==> src/cst_pkg.sv <==
// ----------------------------------------------------------------------------
// cst_pkg: shared types and codes of the c subset tokenizer
// token kinds, error codes and the front-to-back result record
// ----------------------------------------------------------------------------
package cst_pkg;

  localparam int KindW = 6;
  localparam int ErrW  = 3;

  localparam logic [KindW-1:0] K_STAR = 6'd0, K_SLASH = 6'd1, K_MOD = 6'd2, K_XOR = 6'd3,
    K_INVERT = 6'd4, K_SEMI = 6'd5, K_COMMA = 6'd6, K_LBRACE = 6'd7, K_RBRACE = 6'd8,
    K_LPAREN = 6'd9, K_RPAREN = 6'd10, K_LBRACKET = 6'd11, K_RBRACKET = 6'd12,
    K_PLUS = 6'd13, K_INC = 6'd14, K_MINUS = 6'd15, K_DEC = 6'd16, K_OR = 6'd17,
    K_LOR = 6'd18, K_AND = 6'd19, K_LAND = 6'd20, K_ASSIGN = 6'd21, K_EQ = 6'd22,
    K_NOT = 6'd23, K_NEQ = 6'd24, K_LT = 6'd25, K_LE = 6'd26, K_SHL = 6'd27,
    K_GT = 6'd28, K_GE = 6'd29, K_SHR = 6'd30, K_DOT = 6'd31, K_ELLIPSIS = 6'd32,
    K_INTLIT = 6'd33, K_CHARLIT = 6'd34, K_CHAR_OUT = 6'd35, K_IDENT_END = 6'd36,
    K_STRING_END = 6'd37, K_END = 6'd38, K_KW_FIRST = 6'd39;

  localparam logic [ErrW-1:0] E_NONE = 3'd0, E_BAD_CHAR = 3'd1, E_BAD_ESC = 3'd2,
    E_NO_CLOSE = 3'd3, E_EARLY_END = 3'd4;

  // one result as it travels from front to back
  typedef struct packed {
    logic [KindW-1:0] kind;
    logic [31:0]      value;
    logic [ErrW-1:0]  err;
    logic [31:0]      line;
    logic             last;
  } result_t;

endpackage

==> src/cst_front.sv <==
// ----------------------------------------------------------------------------
// cst_front: scanner
// classifies each byte, runs the lexer state and emits up to two results
// ----------------------------------------------------------------------------
module cst_front #(
  parameter int VALUE_BITS      = 32,
  parameter int KEYWORD_MAX_LEN = 6
) (
  input  logic             clk,
  input  logic             rst,
  input  logic             take,
  input  logic [7:0]       in_byte,
  input  logic             end_of_input,
  output logic [1:0]       res_count,
  output cst_pkg::result_t res0,
  output cst_pkg::result_t res1
);
  import cst_pkg::*;

  localparam int LenW = $clog2(KEYWORD_MAX_LEN + 2);
  localparam int IdxW = $clog2(KEYWORD_MAX_LEN);

  typedef enum logic [3:0] {
    M_IDLE, M_OP, M_DOT2, M_INT, M_IDENT, M_CHAR_OPEN, M_CHAR_ESC,
    M_CHAR_CLOSE, M_STR, M_STR_ESC
  } mode_t;

  mode_t                  mode, mode_next;
  logic [7:0]             pending_char, pending_char_next;
  logic [VALUE_BITS-1:0]  int_accum, int_accum_next;
  logic [7:0]             keyword_buffer [KEYWORD_MAX_LEN];
  logic [LenW-1:0]        ident_length, ident_length_next;
  logic [31:0]            line_count, line_count_next;
  logic                   halted, halted_next;
  logic                   kb_we;
  logic [IdxW-1:0]        kb_idx;

  function automatic logic is_digit(input logic [7:0] b);
    return b >= "0" && b <= "9";
  endfunction
  function automatic logic is_alpha(input logic [7:0] b);
    return (b >= "a" && b <= "z") || (b >= "A" && b <= "Z");
  endfunction
  function automatic logic [8:0] esc_val(input logic [7:0] b);
    case (b)
      "a": return 9'd7;
      "b": return 9'd8;
      "f": return 9'd12;
      "n": return 9'd10;
      "r": return 9'd13;
      "t": return 9'd9;
      "v": return 9'd11;
      8'h5c, 8'h22, 8'h27: return {1'b1, b};
      default: return 9'd0;
    endcase
  endfunction
  function automatic logic [KindW-1:0] op_single(input logic [7:0] c);
    case (c)
      "+": return K_PLUS;
      "-": return K_MINUS;
      "|": return K_OR;
      "&": return K_AND;
      "=": return K_ASSIGN;
      "!": return K_NOT;
      "<": return K_LT;
      ">": return K_GT;
      default: return K_DOT;
    endcase
  endfunction
  function automatic logic [KindW:0] op_pair(input logic [7:0] c, input logic [7:0] b);
    if (c == "+" && b == "+") return {1'b1, K_INC};
    if (c == "-" && b == "-") return {1'b1, K_DEC};
    if (c == "|" && b == "|") return {1'b1, K_LOR};
    if (c == "&" && b == "&") return {1'b1, K_LAND};
    if (c == "=" && b == "=") return {1'b1, K_EQ};
    if (c == "!" && b == "=") return {1'b1, K_NEQ};
    if (c == "<" && b == "=") return {1'b1, K_LE};
    if (c == "<" && b == "<") return {1'b1, K_SHL};
    if (c == ">" && b == "=") return {1'b1, K_GE};
    if (c == ">" && b == ">") return {1'b1, K_SHR};
    return '0;
  endfunction

  function automatic logic kw_match(input logic [7:0] kb [KEYWORD_MAX_LEN],
                                    input logic [LenW-1:0] len,
                                    input logic [47:0] txt, input int n);
    logic ok;
    ok = (len == LenW'(n)) && (n <= KEYWORD_MAX_LEN);
    for (int i = 0; i < 6; i++)
      if (i < n && i < KEYWORD_MAX_LEN) ok = ok && (kb[i] == txt[47-8*i -: 8]);
    return ok;
  endfunction

  logic [KindW-1:0] close_kind;
  always_comb begin
    close_kind = K_IDENT_END;
    if      (kw_match(keyword_buffer, ident_length, {"void", 16'h0}, 4))
      close_kind = K_KW_FIRST;
    else if (kw_match(keyword_buffer, ident_length, {"int", 24'h0}, 3))
      close_kind = K_KW_FIRST + 6'd1;
    else if (kw_match(keyword_buffer, ident_length, {"char", 16'h0}, 4))
      close_kind = K_KW_FIRST + 6'd2;
    else if (kw_match(keyword_buffer, ident_length, {"long", 16'h0}, 4))
      close_kind = K_KW_FIRST + 6'd3;
    else if (kw_match(keyword_buffer, ident_length, {"if", 32'h0}, 2))
      close_kind = K_KW_FIRST + 6'd4;
    else if (kw_match(keyword_buffer, ident_length, {"else", 16'h0}, 4))
      close_kind = K_KW_FIRST + 6'd5;
    else if (kw_match(keyword_buffer, ident_length, {"while", 8'h0}, 5))
      close_kind = K_KW_FIRST + 6'd6;
    else if (kw_match(keyword_buffer, ident_length, {"for", 24'h0}, 3))
      close_kind = K_KW_FIRST + 6'd7;
    else if (kw_match(keyword_buffer, ident_length, "return", 6))
      close_kind = K_KW_FIRST + 6'd8;
  end

  // multiply by ten as two shifts and an add
  logic [VALUE_BITS-1:0] acc_times10;
  assign acc_times10 = (int_accum << 3) + (int_accum << 1);

  logic [1:0]       n;
  logic [KindW-1:0] k0, k1;
  logic [31:0]      v0, v1;
  logic [ErrW-1:0]  e0, e1;
  logic [8:0]       esc;
  logic [KindW:0]   pair;
  logic             tail_idle;

  always_comb begin
    mode_next = mode; pending_char_next = pending_char; int_accum_next = int_accum;
    ident_length_next = ident_length; line_count_next = line_count;
    halted_next = halted; kb_we = 1'b0; kb_idx = '0;
    n = 2'd0; k0 = K_END; k1 = K_END; v0 = '0; v1 = '0; e0 = E_NONE; e1 = E_NONE;
    esc = esc_val(in_byte);
    pair = op_pair(pending_char, in_byte);
    tail_idle = 1'b0;
    if (!halted) begin
      case (mode)
        M_IDLE: tail_idle = 1'b1;
        M_OP: begin
          if (!end_of_input && pending_char == "." && in_byte == ".") begin
            mode_next = M_DOT2;
          end else if (!end_of_input && pair[KindW]) begin
            n = 2'd1; k0 = pair[KindW-1:0]; mode_next = M_IDLE;
          end else begin
            n = 2'd1; k0 = op_single(pending_char); tail_idle = 1'b1;
          end
        end
        M_DOT2: begin
          n = 2'd1;
          if (!end_of_input && in_byte == ".") begin
            k0 = K_ELLIPSIS; mode_next = M_IDLE;
          end else begin
            e0 = E_BAD_CHAR; v0 = end_of_input ? 32'd0 : {24'd0, in_byte};
            halted_next = 1'b1; mode_next = M_IDLE;
          end
        end
        M_INT: begin
          if (!end_of_input && is_digit(in_byte)) begin
            int_accum_next = acc_times10 + VALUE_BITS'(in_byte - 8'd48);
          end else begin
            n = 2'd1; k0 = K_INTLIT; tail_idle = 1'b1;
            v0 = 32'(int_accum);
          end
        end
        M_IDENT: begin
          if (!end_of_input && (is_alpha(in_byte) || is_digit(in_byte) || in_byte == "_"))
          begin
            n = 2'd1; k0 = K_CHAR_OUT; v0 = {24'd0, in_byte};
            if (ident_length < LenW'(KEYWORD_MAX_LEN)) begin
              kb_we = 1'b1; kb_idx = IdxW'(ident_length);
            end
            if (ident_length <= LenW'(KEYWORD_MAX_LEN))
              ident_length_next = ident_length + 1'b1;
          end else begin
            n = 2'd1; k0 = close_kind; tail_idle = 1'b1;
          end
        end
        M_CHAR_OPEN, M_CHAR_ESC, M_CHAR_CLOSE, M_STR, M_STR_ESC: begin
          if (end_of_input) begin
            n = 2'd1; e0 = E_EARLY_END; halted_next = 1'b1; mode_next = M_IDLE;
          end else begin
            case (mode)
              M_CHAR_OPEN: begin
                if (in_byte == 8'h5c) mode_next = M_CHAR_ESC;
                else begin
                  pending_char_next = in_byte; mode_next = M_CHAR_CLOSE;
                end
              end
              M_CHAR_ESC: begin
                if (!esc[8] && esc[7:0] == 8'd0) begin
                  n = 2'd1; e0 = E_BAD_ESC; v0 = {24'd0, in_byte};
                  halted_next = 1'b1; mode_next = M_IDLE;
                end else begin
                  pending_char_next = esc[7:0]; mode_next = M_CHAR_CLOSE;
                end
              end
              M_CHAR_CLOSE: begin
                n = 2'd1; mode_next = M_IDLE;
                if (in_byte == 8'h27) begin
                  k0 = K_CHARLIT; v0 = {24'd0, pending_char};
                end else begin
                  e0 = E_NO_CLOSE; v0 = {24'd0, in_byte}; halted_next = 1'b1;
                end
              end
              M_STR: begin
                if (in_byte == 8'h22) begin
                  n = 2'd1; k0 = K_STRING_END; mode_next = M_IDLE;
                end else if (in_byte == 8'h5c) begin
                  mode_next = M_STR_ESC;
                end else begin
                  n = 2'd1; k0 = K_CHAR_OUT; v0 = {24'd0, in_byte};
                end
              end
              default: begin
                n = 2'd1;
                if (!esc[8] && esc[7:0] == 8'd0) begin
                  e0 = E_BAD_ESC; v0 = {24'd0, in_byte};
                  halted_next = 1'b1; mode_next = M_IDLE;
                end else begin
                  k0 = K_CHAR_OUT; v0 = {24'd0, esc[7:0]}; mode_next = M_STR;
                end
              end
            endcase
          end
        end
        default: mode_next = M_IDLE;
      endcase

      // byte handled as at the start of a token, after any flushed result
      if (tail_idle) begin
        mode_next = M_IDLE;
        if (end_of_input) begin
          n = n + 2'd1; k1 = K_END;
        end else begin
          case (in_byte) inside
            8'h20, 8'h09, 8'h0b, 8'h0c, 8'h0d: ;
            8'h0a: line_count_next = line_count + 32'd1;
            "*", "/", "%", "^", "~", ";", ",", "{", "}", "(", ")", "[", "]": begin
              n = n + 2'd1;
              case (in_byte)
                "*": k1 = K_STAR;
                "/": k1 = K_SLASH;
                "%": k1 = K_MOD;
                "^": k1 = K_XOR;
                "~": k1 = K_INVERT;
                ";": k1 = K_SEMI;
                ",": k1 = K_COMMA;
                "{": k1 = K_LBRACE;
                "}": k1 = K_RBRACE;
                "(": k1 = K_LPAREN;
                ")": k1 = K_RPAREN;
                "[": k1 = K_LBRACKET;
                default: k1 = K_RBRACKET;
              endcase
            end
            "+", "-", "|", "&", "=", "!", "<", ">", ".": begin
              pending_char_next = in_byte; mode_next = M_OP;
            end
            8'h27: mode_next = M_CHAR_OPEN;
            8'h22: mode_next = M_STR;
            ["0":"9"]: begin
              int_accum_next = VALUE_BITS'(in_byte - 8'd48); mode_next = M_INT;
            end
            ["a":"z"], ["A":"Z"], "_": begin
              n = n + 2'd1; k1 = K_CHAR_OUT; v1 = {24'd0, in_byte};
              kb_we = 1'b1; kb_idx = '0; ident_length_next = LenW'(1);
              mode_next = M_IDENT;
            end
            default: begin
              n = n + 2'd1; e1 = E_BAD_CHAR; v1 = {24'd0, in_byte};
              halted_next = 1'b1;
            end
          endcase
        end
        // single tail result goes into slot zero
        if (n == 2'd1 && !(mode == M_OP || mode == M_INT || mode == M_IDENT)) begin
          k0 = k1; v0 = v1; e0 = e1;
        end
      end
    end
  end

  always_comb begin
    res_count = n;
    res0 = '{kind: k0, value: v0, err: e0, line: line_count, last: n == 2'd1};
    res1 = '{kind: k1, value: v1, err: e1, line: line_count, last: 1'b1};
  end

  always_ff @(posedge clk) begin
    if (rst) begin
      mode <= M_IDLE; pending_char <= '0; int_accum <= '0; ident_length <= '0;
      line_count <= 32'd1; halted <= 1'b0;
    end else if (take) begin
      mode <= mode_next; pending_char <= pending_char_next;
      int_accum <= int_accum_next; ident_length <= ident_length_next;
      line_count <= line_count_next; halted <= halted_next;
    end
  end

  always_ff @(posedge clk) begin
    if (take && kb_we) keyword_buffer[kb_idx] <= in_byte;
  end

endmodule

==> src/cst_queue.sv <==
// ----------------------------------------------------------------------------
// cst_queue: result queue
// four-entry fifo, takes up to two results per cycle, unless stalled gives one per cycle
// ----------------------------------------------------------------------------
module cst_queue (
  input  logic             clk,
  input  logic             rst,
  input  logic [1:0]       wr_count,
  input  cst_pkg::result_t wr0,
  input  cst_pkg::result_t wr1,
  output logic             room2,
  output logic             valid,
  input  logic             stall,
  output cst_pkg::result_t rd
);
  import cst_pkg::*;

  result_t    mem [4];
  logic [1:0] wp, rp;
  logic [2:0] cnt;
  logic       pop;

  assign valid = cnt != 3'd0;
  assign pop   = valid && !stall;
  assign room2 = cnt <= 3'd2;
  assign rd    = mem[rp];

  always_ff @(posedge clk) begin
    if (rst) begin
      wp <= '0; rp <= '0; cnt <= '0;
    end else begin
      wp  <= wp + wr_count;
      rp  <= rp + 2'(pop);
      cnt <= cnt + 3'(wr_count) - 3'(pop);
    end
  end

  always_ff @(posedge clk) begin
    if (wr_count != 2'd0) mem[wp] <= wr0;
    if (wr_count == 2'd2) mem[wp + 2'd1] <= wr1;
  end

endmodule

==> src/c_subset_tokenizer.sv <==
// ----------------------------------------------------------------------------
// c_subset_tokenizer: byte-serial lexer for a small c subset
// scanner front end feeding a small result queue toward the token port
// ----------------------------------------------------------------------------
// One source byte is taken per cycle whenever the result queue has room for
// two more results; a byte yields zero, one or two token beats, which leave
// one per cycle while out_stall is low. Sustained rate is one byte per clock;
// only bytes making two results, or downstream stall, can fill the four-entry
// queue and pause input. After an error beat (kind end, nonzero error_code) the
// block takes bytes but produces nothing until reset.
module c_subset_tokenizer #(
  parameter int VALUE_BITS      = 32,
  parameter int KEYWORD_MAX_LEN = 6
) (
  input  logic        clk,
  input  logic        rst,
  input  logic        in_valid,
  output logic        in_stall,
  input  logic [7:0]  in_byte,
  input  logic        end_of_input,
  output logic        out_valid,
  input  logic        out_stall,
  output logic [5:0]  token_kind,
  output logic [31:0] token_value,
  output logic [2:0]  error_code,
  output logic [31:0] line_number,
  output logic        last_result
);
  import cst_pkg::*;

  logic       take, room2;
  logic [1:0] cnt, wr_count;
  result_t    r0, r1, rd;

  // stall on queue space only, so acceptance never depends on the byte
  assign in_stall = !room2;
  assign take     = in_valid && room2;
  assign wr_count = take ? cnt : 2'd0;

  cst_front #(.VALUE_BITS(VALUE_BITS), .KEYWORD_MAX_LEN(KEYWORD_MAX_LEN)) u_front (
    .clk, .rst, .take, .in_byte, .end_of_input,
    .res_count(cnt), .res0(r0), .res1(r1)
  );

  cst_queue u_queue (
    .clk, .rst, .wr_count, .wr0(r0), .wr1(r1), .room2,
    .valid(out_valid), .stall(out_stall), .rd
  );

  assign token_kind  = rd.kind;
  assign token_value = rd.value;
  assign error_code  = rd.err;
  assign line_number = rd.line;
  assign last_result = rd.last;

endmodule

==> config.mk <==
export PLATFORM = sky130hd
export DESIGN_NAME = c_subset_tokenizer
export DESIGN_NICKNAME = d
export VERILOG_FILES = /design/src/cst_pkg.sv /design/src/cst_front.sv /design/src/cst_queue.sv /design/src/c_subset_tokenizer.sv
export SDC_FILE = /design/constraint.sdc
export NUM_CORES = 1
export LEC_CHECK = 0
export BUFFER_PORTS_ARGS = -buffer_cell sky130_fd_sc_hd__clkbuf_2
export CAP_MARGIN = 10
export CELL_PAD_IN_SITES_DETAIL_PLACEMENT = 1
export CELL_PAD_IN_SITES_GLOBAL_PLACEMENT = 2
export CORE_MARGIN = 2
export CORE_UTILIZATION = 41
export CTS_BUF_LIST = sky130_fd_sc_hd__clkbuf_16
export DETAILED_ROUTE_END_ITERATION = 16
export PLACE_DENSITY = 0.89
export SYNTH_ARGS = -nofsm -noshare
export SYNTH_HDL_FRONTEND = slang
export SYNTH_SLANG_ARGS = --single-unit
==> constraint.sdc <==
create_clock -name clk -period 5.8 [get_ports clk]
set_input_delay 0 -clock clk [delete_from_list [all_inputs] [get_ports clk]]
set_output_delay 0 -clock clk [all_outputs]
set_load 0.05 [all_outputs]
==> flow_metrics.tcl, run 1 <==
set metrics [dict create \
    ys_ff_latch 431 \
    syn_nets 2454 \
    synth-seq-area-share 0.453 \
    antenna_left 0 \
    final.setup_skew_ns 0.0312 \
    die_area_um2 61000 \
    grt_start_max_net_pins 74 \
    fmax_ghz 0.201 \
    hpwlAfterDp_um 56900 \
    critical_path_arrival_ns 5.44 \
    wl_um 84800 \
    crit_buf_inv 6 \
    power_density_nw_per_um2 457 \
    stdcell_count 3187 \
    tightest_slew_ns 1.22 \
    synth_most_common_cell "edfxtp_1" \
    area_growth_pct 10.9 \
    synthArstFlopShare 0 \
    clk_path_buf_depth 3 \
    combPwrFrac 0.441 \
    htree_levels 2 \
    diodes 0 \
    setup_viol 0 \
    ys_top_cells_by_count "edfxtp_1, dfxtp_1, a21oi_1" \
    synth-edff-count 232 \
    nets 2469 \
    initial_core_util 0.412 \
    power.net_switching_mw 5.64 \
    path_clk_slew_ns 0.06 \
    syn-instance-count 2364 \
    syn_area_um2 24200 \
    netlist.area_leader.share 0.288 \
    p_int_mw 6.60 \
    outcome "completed" \
    crit_path_start_kind "primary input" \
    post_cts_buffers 0 \
    worst_setup_path_end_kind "flop" \
    num_io_pins 89 \
    dpl.cell_count 3100 \
    num_vias 20404 \
    min_period_over_period 0.859 \
    slowest_delay_ns 0.55 \
    track_usage 0.277 \
    cts-resized-gates 0 \
    p_seq_frac 0.324 \
    hold_viol_final 0 \
    pwr-share-clk 0.235 \
    wl_per_cell_um 26.6 \
    grt_first_pass_wirelength_um 130000 \
    vias_per_cell 6.40 \
    switching_share 0.461 \
    min_period_ns 4.98 \
    antenna_found_initial 1 \
    cts_root_buf "clkbuf_16" \
    hold_class "primary input to flop" \
    grt_overflow 0 \
    whs_ns 0.0394 \
    io_buffers 88 \
    yosysUniqueCellTypes 103 \
    yosysWarningCount 0 \
    insertion_delay_ns 0.60 \
    worst-setup-path-type "primary input to flop" \
    syn_area_per_cell_um2 10.2 \
    yosysTopAreaCell "edfxtp_1" \
    drive_gt1_frac 0.144 \
    critPathRequiredTime_ns 6.26 \
    first_pass_iters 5 \
    die_w_um 247 \
    cts_sinks 431 \
    drc 0 \
    synthFlopType "edfxtp_1" \
    rows 89 \
    worst_slew_margin_rel 0.181 \
    synthTopCellsByArea "edfxtp_1, dfxtp_1, mux4_2" \
    place_congestion 0.986 \
    place_ws_ns 0.765 \
    grt_pass1_vias 21504 \
    leakage_nw 9.11 \
    rsz0062_at_grt "no" \
    fillCellCount 6414 \
    core_area_um2 58700 \
    ir_worst_vdd_mv 0.675 \
    cp_max_fo 14 \
    cts_made_buffers 45 \
    setup-tns-final_ns 0 \
    maxCapViolCount 0 \
    layout_setup_ws_ns 0.817 \
    worstPathCellList "dlygate4sd3_1, clkbuf_2, inv_1, ha_1, or3b_1, nor2_8, a21oi_2, or3b_4, nor3_4, inv_1, ha_1, o211a_1, o211ai_1, ha_1, inv_1, ha_1, inv_1, fa_1, xnor2_1, xnor2_1, nor2_1" \
    slowest_stage "or3b_1" \
    critPathTopFamily "adder cells" \
    drt_iter0_markers 1689 \
    cts_tree "built" \
    die_h_um 247 \
    slew_viol_final 0 \
]
-- per-stage QoR --
stage	util	instance area, um^2	power [mW]
floorplan	-	24200	7.67
global placement	0.432	25300	9.24
detailed placement	0.432	25300	9.35
CTS	0.457	26800	12.2
global route	0.457	26800	12.7
finish	0.457	26800	12.2
-- what timing repair did --
item | 4_1_cts | 5_1_grt
setup endpoints to repair | 0 | 0
hold buffers | 5 | 0
hold endpoints to repair | 6 | 0
-- routing by layer --
metal  up-vias  global-route usage  routed length (um)
met5         -                   0                  10
met4         2               0.106                2860
met3       176              0.0351                4440
met2       728               0.480               42300
met1     10487               0.351               35100
li1       9011                   -                   -
-- worst register-to-register path: cells and delay by family (launching register included) --
kind                       cells  cell delay [ns]
and+or+nand+nor                5             1.47
xor gates and xnor gates       2             0.32
DFF                            1             0.60
AOI/OAI and AO/OA              3             0.84
buffers and inverters          3             0.20
adders and majority gates      4             1.17
-- worst paths after layout --
path,startpoint,endpoint,slack [ns],depth (start not counted)
worst max-delay path,in_byte[4],u_queue.cnt[2],0.82,21
worst min register to register,u_queue.mem[3][50],u_queue.mem[3][50],0.47,2
worst min-delay path,rst,u_front.int_accum[7],0.04,3
worst max register to register,u_front.pending_char[1],u_queue.cnt[2],1.04,17
-- sequential cells by signal, indices dropped and copies added (netlist names) --
signal / flops
u_queue.mem: 296
u_front.keyword_buffer: 48
u_front.int_accum: 32
u_front.line_count: 32
u_front.pending_char: 8
u_front.mode: 4
u_front.ident_length: 3
u_queue.cnt: 3
u_queue.rp: 2
u_queue.wp: 2
u_front.halted: 1
-- final cells by class --
cell class,instances,area [um^2],share of cell area
Timing Repair Buffer,155,993,0.0370
Clock buffer,48,1200,0.0448
Multi-Input combinational cell,1689,12300,0.457
Sequential cell,431,11000,0.408
Tap cell,773,967,0.0361
Clock inverter,34,235,0.00877
Inverter,57,214,0.00798
-- cell usage in the layout, fill, tap and decap left out, drive strengths merged, types with 18 or more instances in the layout --
cell type,Yosys,final
nor3,38,38
o21ai,195,195
nand3,56,56
o22ai,63,63
a21o,18,18
clkbuf,85,136
ha,47,47
a31oi,19,19
edfxtp,232,232
nand2,120,120
nor2b,72,72
clkinv,1,19
and3,33,33
nand4,120,120
a21oi,201,201
and2,67,67
mux4,74,74
xnor2,33,33
a22oi,18,18
dfxtp,199,199
xor2,31,31
fa,30,30
nor2,159,159
buf,102,62
nand2b,19,19
inv,56,70
-- logic make-up after synthesis --
family          share of synthesized area
mux                                0.0722
simple gates                        0.182
flops                               0.453
compound gates                      0.176
xor+xnor                           0.0232
buf+inv                            0.0443
fa+ha+maj                          0.0491
-- power groups by stage --
| stage | Clock (mW) | Sequential [mW] | Combinational (mW) |
|---|---|---|---|
| after floorplan | 0 | 3.81 | 3.86 |
| after global placement | 0 | 3.98 | 5.25 |
| after detailed placement | 0 | 4.02 | 5.33 |
| after CTS | 2.91 | 3.97 | 5.35 |
| after global routing | 3.02 | 4.01 | 5.70 |
| final | 2.88 | 3.97 | 5.40 |
Note: power is estimated with default switching activity, not from simulation.
==> run 2, diff against run 1 <==
CORE_UTILIZATION = 42   (was 41)
PLACE_DENSITY = 0.9   (was 0.89)
==> flow_metrics.tcl, run 2 (synthesis gave the netlist of run 1 again) <==
set metrics [dict create \
    outcome "completed" \
    reg.largest.list "u_queue.mem x296, u_front.keyword_buffer x48" \
    cp-endpoint "u_front.int_accum[31]" \
    worst-setup-path-type "primary input to flop" \
    vias_per_cell 6.43 \
    crit_path_start_kind "primary input" \
    antenna_left 0 \
    pwr-share-clk 0.248 \
    dr_wl_met3_um 4860 \
    die_area_um2 59500 \
    io_buffers 88 \
    crit_cells 15 \
    slowest_delay_ns 0.84 \
    p_int_mw 6.81 \
    grt_first_pass_wirelength_um 130000 \
    slowest_stage "fa_1" \
    htree_levels 2 \
    final_cell_mix "edfxtp_1, a21oi_1, dfxtp_1" \
    cts_root_buf "clkbuf_16" \
    crit_buf_inv 3 \
    drive_gt1_frac 0.144 \
    tightest_slew_ns 1.18 \
    rr_worst_depth 12 \
    clk_path_buf_depth 3 \
    rsz0062_at_grt "no" \
    setup-tns-final_ns 0 \
    maxCapViolCount 0 \
    min_period_over_period 0.861 \
    final.setup_skew_ns 0.0218 \
    drc 0 \
    critical_path_arrival_ns 5.47 \
    p_seq_frac 0.318 \
    num_io_pins 89 \
    track_usage 0.279 \
    critPathTopFamily "buffers and inverters" \
    hold_depth 3 \
    critPathRequiredTime_ns 6.28 \
    post_cts_buffers 0 \
    hold_viol_final 0 \
    min_period_ns 4.99 \
    hpwlAfterDp_um 56400 \
    die_w_um 244 \
    cp_max_fo 17 \
    power_density_nw_per_um2 461 \
    path_clk_slew_ns 0.06 \
    cts_sinks 431 \
    nets 2475 \
    cts_tree "built" \
    holdCritStartpoint "rst" \
    diodes 0 \
    worstPathCellList "dlygate4sd3_1, clkbuf_2, or3_1, clkinv_1, fa_1, ha_1, and3_1, a221o_1, a21oi_1, o21ai_0, or3_1, a2111o_1, o211ai_1, mux2i_1, a21oi_1" \
    grt_overflow 0 \
    switching_share 0.452 \
    hold_class "primary input to flop" \
    first_pass_iters 5 \
    drt_iter0_markers 1747 \
    worst_slew_margin_rel 0.209 \
    wl_um 83900 \
    largest_register_ffs 296 \
    ir_worst_vdd_mv 0.384 \
    combPwrFrac 0.434 \
    grt_start_max_net_pins 97 \
    core_area_um2 56700 \
    r2r_setup_slack_ns 1.02 \
    place_congestion 0.977 \
    wl_met1_um 34600 \
    cts_made_buffers 47 \
    power.net_switching_mw 5.63 \
    wl_met2_um 41400 \
    crit_start "in_byte[7]" \
    fmax_ghz 0.200 \
    rows 87 \
    grt_pass1_vias 21542 \
    r2r-start "u_front.pending_char[1]" \
    setup_viol 0 \
    initial_core_util 0.427 \
    worst_setup_path_end_kind "flop" \
    final_common_cell "edfxtp_1" \
    highest_layer "met4" \
    insertion_delay_ns 0.60 \
    antenna_found_initial 0 \
    leakage_nw 9.18 \
    top_register "u_queue.mem" \
    wl_per_cell_um 26.4 \
    r2r-end "u_queue.mem[3][25]" \
    die_h_um 244 \
    num_vias 20459 \
    slew_viol_final 0 \
    whs_ns 0.0465 \
    area_growth_pct 11.6 \
]
-- run 2: per-layer routing --
| layer | global-route usage | vias up |
|---|---|---|
| met1 | 0.359 | 10503 |
| met4 | 0.110 | 0 |
| met3 | 0.0369 | 170 |
| met5 | 0 | - |
| li1 | - | 9029 |
| met2 | 0.477 | 757 |
-- run 2: final cells by class --
cell class,count,area (um^2)
sequential,431,11000
tap,756,946
clock buffer,49,1230
timing repair buffer,159,1050
fill,6210,29700
clock inverter,39,340
multi-input combinational,1689,12300
inverter,57,214
-- run 2: what timing repair did --
action | in CTS | in global routing
hold buffers | 7 | 0
hold endpoints to repair | 30 | 0
gates resized for setup | 0 | 0
-- run 2: how the worst min path moves through the flow --
| stage | endpoint | slack (ns) |
|---|---|---|
| 6_report | u_front.int_accum[4] | 0.05 |
| 3_3_place_gp | u_front.keyword_buffer[29] | 0.28 |
| 2_1_floorplan | u_front.keyword_buffer[0] | 0.1 |
| 4_1_cts | u_queue.rp[1] | 0.05 |
| 3_5_place_dp | u_front.keyword_buffer[29] | 0.30 |
| 5_1_grt | u_queue.rp[1] | 0.09 |
-- run 2: tightest hold or removal path, stage by stage --
cell and delay, ns:
clkbuf_2 0.08, buf_4 0.33, nor2_1 0.18
-- run 2: stage by stage --
step / area [um^2] / worst slack, ns / utilization / total power, mW / instances
floorplan: 24200 / 0.852 / - / 7.67 / 2364
global placement: 25400 / 0.892 / 0.447 / 9.25 / 3085
detailed placement: 25400 / 0.736 / 0.447 / 9.35 / 3085
CTS: 27000 / 0.792 / 0.476 / 12.4 / 3180
global route: 27000 / 0.493 / 0.476 / 12.9 / 3180
finish: 27000 / 0.805 / 0.476 / 12.4 / 3180
-- run 2: power by group through the flow --
stage                     clock network (mW)  registers [mW]  logic, mW
after CTS                               3.12            3.96       5.34
after global routing                    3.23            4.00       5.67
final                                   3.08            3.95       5.40
after detailed placement                   0            4.02       5.33
after global placement                     0            3.98       5.28
after floorplan                            0            3.81       3.86
